--- src/hw/rtl/tafd_div.sv ---
// tafd_div: shared restoring divider, one quotient bit per cycle.
// Depends on nothing; used for the divides of the top (the integer square root is stepped in the top).
`timescale 1ns / 1ps

module tafd_div #(
  parameter int unsigned W = 32
) (
  input  logic         clk_i,
  input  logic         rst_ni,
  input  logic         start_i,
  input  logic [W-1:0] num_i,
  input  logic [W-1:0] den_i,
  output logic         done_o,
  output logic [W-1:0] quo_o
);

  localparam int unsigned CW = $clog2(W + 1);

  logic [W-1:0]  num_q, quo_q;
  logic [W-1:0]  den_q;
  logic [W:0]    rem_q;
  logic [CW-1:0] cnt_q;
  logic          busy_q, done_q;
  logic [W:0]    trial;

  assign trial = {rem_q[W-1:0], num_q[W-1]};

  always_ff @(posedge clk_i or negedge rst_ni) begin
    if (!rst_ni) begin
      busy_q <= 1'b0;
      done_q <= 1'b0;
      cnt_q  <= '0;
    end else begin
      done_q <= 1'b0;
      if (start_i) begin
        busy_q <= 1'b1;
        cnt_q  <= CW'(W);
        num_q  <= num_i;
        den_q  <= den_i;
        rem_q  <= '0;
        quo_q  <= '0;
      end else if (busy_q) begin
        num_q <= num_q << 1;
        if (trial >= {1'b0, den_q}) begin
          rem_q <= trial - {1'b0, den_q};
          quo_q <= {quo_q[W-2:0], 1'b1};
        end else begin
          rem_q <= trial;
          quo_q <= {quo_q[W-2:0], 1'b0};
        end
        cnt_q <= cnt_q - 1'b1;
        if (cnt_q == CW'(1)) begin
          busy_q <= 1'b0;
          done_q <= 1'b1;
        end
      end
    end
  end

  assign done_o = done_q;
  assign quo_o  = quo_q;

endmodule

--- config.mk ---
export PLATFORM = sky130hd
export DESIGN_NAME = tafd_div
export DESIGN_NICKNAME = d
export VERILOG_FILES = /design/src/hw/rtl/tafd_div.sv
export SDC_FILE = /design/constraint.sdc
export NUM_CORES = 1
export LEC_CHECK = 0
export BUFFER_PORTS_ARGS = -buffer_cell sky130_fd_sc_hd__buf_2
export CAP_MARGIN = 20
export CORE_UTILIZATION = 60
export CTS_CLUSTER_SIZE = 16
export DETAILED_ROUTE_END_ITERATION = 8
export GPL_TIMING_DRIVEN = 0
export PLACE_DENSITY = 0.82
export SYNTH_ARGS = -nofsm -noshare
export SYNTH_HDL_FRONTEND = slang
export SYNTH_SLANG_ARGS = --single-unit
export TNS_END_PERCENT = 50
--- constraint.sdc ---
create_clock -name clk_i -period 4.95 [get_ports clk_i]
set_clock_uncertainty 0.2 [all_clocks]
set_input_delay 0.2475 -clock clk_i [delete_from_list [all_inputs] [get_ports clk_i]]
set_output_delay 0.2475 -clock clk_i [all_outputs]
set_load 0.02 [all_outputs]
==> metrics.csv <==
metric,value,unit
Leakage,4.27,nW
Syn Nets,841,
Post-synth top flop,edfxtp_1,
sequential area share after synthesis,50.5,%
flop2flop setup slack,1.51,ns
Util after Layout,78.2,%
"Design Area, Final",0.0100,mm^2
Setup WS pre-CTS,1.59,ns
crit start category,flop,
min Tclk post-route,3.44,ns
Post-CTS Setup Bufs,0,
CP max stage cell,a2111oi_0,
"most common cell after layout, fill and taps aside",edfxtp_1,
max incr delay on CP,0.49,ns
most frequent cells in the layout,"128 x edfxtp_1, 111 x buf_2, 96 x nor2_1",
worst path arrival time,3.38,ns
Final Worst Setup Slack,1.51,ns
Clock power frac,31.1,%
reg2reg end,rem_q[29],
layout cells sized above 1,21.8,%
Syn-to-layout area delta,25.3,%
clock root cell,clkbuf_16,
final WL,21000,um
DRC Markers,0,
total gr overflow,0,
Post-Syn Area per Cell,10.8,um^2
drt pass-1 iters,5,
worst-path maximum fanout,7,
Post-DRT Antenna Nets,0,
Total Power,4.46,mW
met2 Usage GRT,54.5,%
max-cap viol count,0,
crit-path cells,ha_1 -> clkbuf_1 -> nand2_1 -> nor3_1 -> o211ai_1 -> o211ai_2 -> o21ai_0 -> and4_1 -> a2111oi_0 -> a211oi_1,
Setup-failing EPs final,0,
VDD IR-drop max,269,uV
final worst-path cycle share,69.4,%
switching power,1.51,mW
"Hold Violations, Final",0,
Max Freq,291,MHz
initial core utilization,62.5,%
grt peak-use layer,met2,
FP Rows,41,
dpl hpwl,13200,um
area of the die,0.0138,mm^2
drt initial violations,603,
synthesized area,0.00801,mm^2
GR Layer Usage met3,6.88,%
GPL Wtd Cong,0.925,
yosys warns,0,
TritonCTS clock tree,built,
vias per cell,6.05,
Worst Setup EP,rem_q[29],
reg2reg start,rem_q[13],
die height,118,um
synth top area cells,"edfxtp_1 48%, ha_1 5.3%, nor2_1 4.5%",
Slew HR,30.0,%
clock latency on the worst-skew pair,0.43,ns
WL/cell,18.9,um
GRT met1 Usage,36.8,%
core box area,0.0128,mm^2
Finished Layout Cells,1108,
I/O pin count,100,
placed insts,1011,
IO Port Bufs,99,
# diodes,0,
"Cell Area, Placed",0.00874,mm^2
leading area contributor after synthesis,edfxtp_1,
hold path start,den_i[23],
reg2reg path depth,10,
RSZ-0062 raised after global routing,false,
distinct cell type count after synthesis,65,
Die X,118,um
beginning of the critical path,rem_q[13],
H-tree Lvls,4,
pin slew with the least headroom to its limit,1.04,ns
status,completed,
Seq pwr share,35.0,%
ys async rst share,5.88,%
PD cells,444,mW/mm^2
switching share of power,33.8,%
first-pass GRT wire length,33700,um
Clock Tree Buf Depth,2,
worst hold slack,0.324,ns
worst path required time,4.89,ns
Via Count,6703,
Comb pwr share,33.9,%
P_int,2.95,mW
"Slew Viols, Final",0,
CTS sink count,136,
nets,1026,
Yosys reg bits,136,
clock slew at reported path FFs,0.06,ns
GRT Util Overall,31.3,%
Gate Count Post-Synth,739,
vias in the first global route,6844,
CP Capture Type,flop,
antenna violations before repair,0,
worst min path class,input pin to flop,
setup TNS,0,ns
CTS Buf Count,17,
number of synthesized flops with an enable pin,128,
Synth top area share,48.0,%
critical path class,flop to flop,
largest net degree at the start of global routing,75,
## cells by family (layout without fill, tap and decap cells)
kind of cell	after synthesis	count (layout)	synth area share (%)
fa+ha+maj	35	35	5.56
compound gates	159	159	14.7
mux	64	64	8.48
buf+inv	83	280	4.47
simple gates	234	234	13.3
xor+xnor	28	28	3.06
flops	136	136	50.5
## power groups by stage
stage	clock, mW	combinational [mW]	sequential [mW]
global placement	0	1.35	1.56
global route	1.43	1.63	1.57
detailed placement	0	1.40	1.57
finish	1.39	1.51	1.56
CTS	1.38	1.47	1.55
floorplan	0	1.05	1.57
## cell type report
| type | instances | area, um^2 |
|---|---|---|
| buffer | 44 | 211 |
| clock buffer | 17 | 425 |
| clock inverter | 14 | 205 |
| fill | 791 | 2790 |
| inverter | 39 | 146 |
| multi-input combinational | 520 | 3610 |
| sequential | 136 | 4040 |
| tap | 172 | 215 |
| timing repair buffer | 166 | 1170 |
## registers in the layout (all words and copies together) (netlist names)
signal and flops:
busy_q 1, quo_o 32, num_q 32, den_q 32, rem_q 32, done_o 1
cnt_q 6
## synth_stat cells, drive strengths merged, types with 2 or more instances
| cell type | count |
|---|---|
| a32oi | 5 |
| a21o | 12 |
| dfrtp | 8 |
| mux2 | 31 |
| inv | 39 |
| ha | 34 |
| a2111oi | 2 |
| clkbuf | 21 |
| a211oi | 11 |
| and2 | 4 |
| a2bb2oi | 3 |
| o22ai | 5 |
| xnor2 | 18 |
| nor3 | 9 |
| o21bai | 5 |
| edfxtp | 128 |
| buf | 23 |
| or4 | 2 |
| mux2i | 33 |
| o21a | 3 |
| a311oi | 20 |
| a21boi | 3 |
| xor2 | 10 |
| nand3 | 10 |
| nor4 | 5 |
| nand4 | 14 |
| a21oi | 36 |
| o211ai | 6 |
| nor2b | 4 |
| a31oi | 4 |
| nand2b | 6 |
| nor2 | 97 |
| o21ai | 32 |
| nand2 | 69 |
| or3 | 8 |
| o41ai | 2 |
| o31ai | 2 |
## worst min-delay path by stage
stage / to / slack (ns) / depth (start not counted)
after detailed placement: den_q[7] / 0.23 / 1
final: den_q[23] / 0.32 / 2
after global routing: den_q[11] / 0.32 / 2
after floorplan: busy_q / -0.25 / 0
after CTS: den_q[19] / 0.32 / 2
after global placement: den_q[7] / 0.22 / 1
## metal layers
layer | share of wire (%) | wire [um]
met1 | 39 | 8110
met4 | 3.7 | 770
met2 | 50 | 10500
met3 | 7.6 | 1600
met5 | 0 | 0
## what timing repair did
| action | in CTS | in global routing |
|---|---|---|
| resized for setup | 0 | 0 |
| endpoints found under the hold margin | 73 | 0 |
| hold buffers | 66 | 0 |
## critical path, delay by kind of cell (launching register included)
family          cells  cell delay (ns)
compound gates      5             1.23
simple gates        3             0.71
flops               1             0.42
fa+ha+maj           1             0.30
buf+inv             1             0.29
Power figures use the tool's default switching activity.
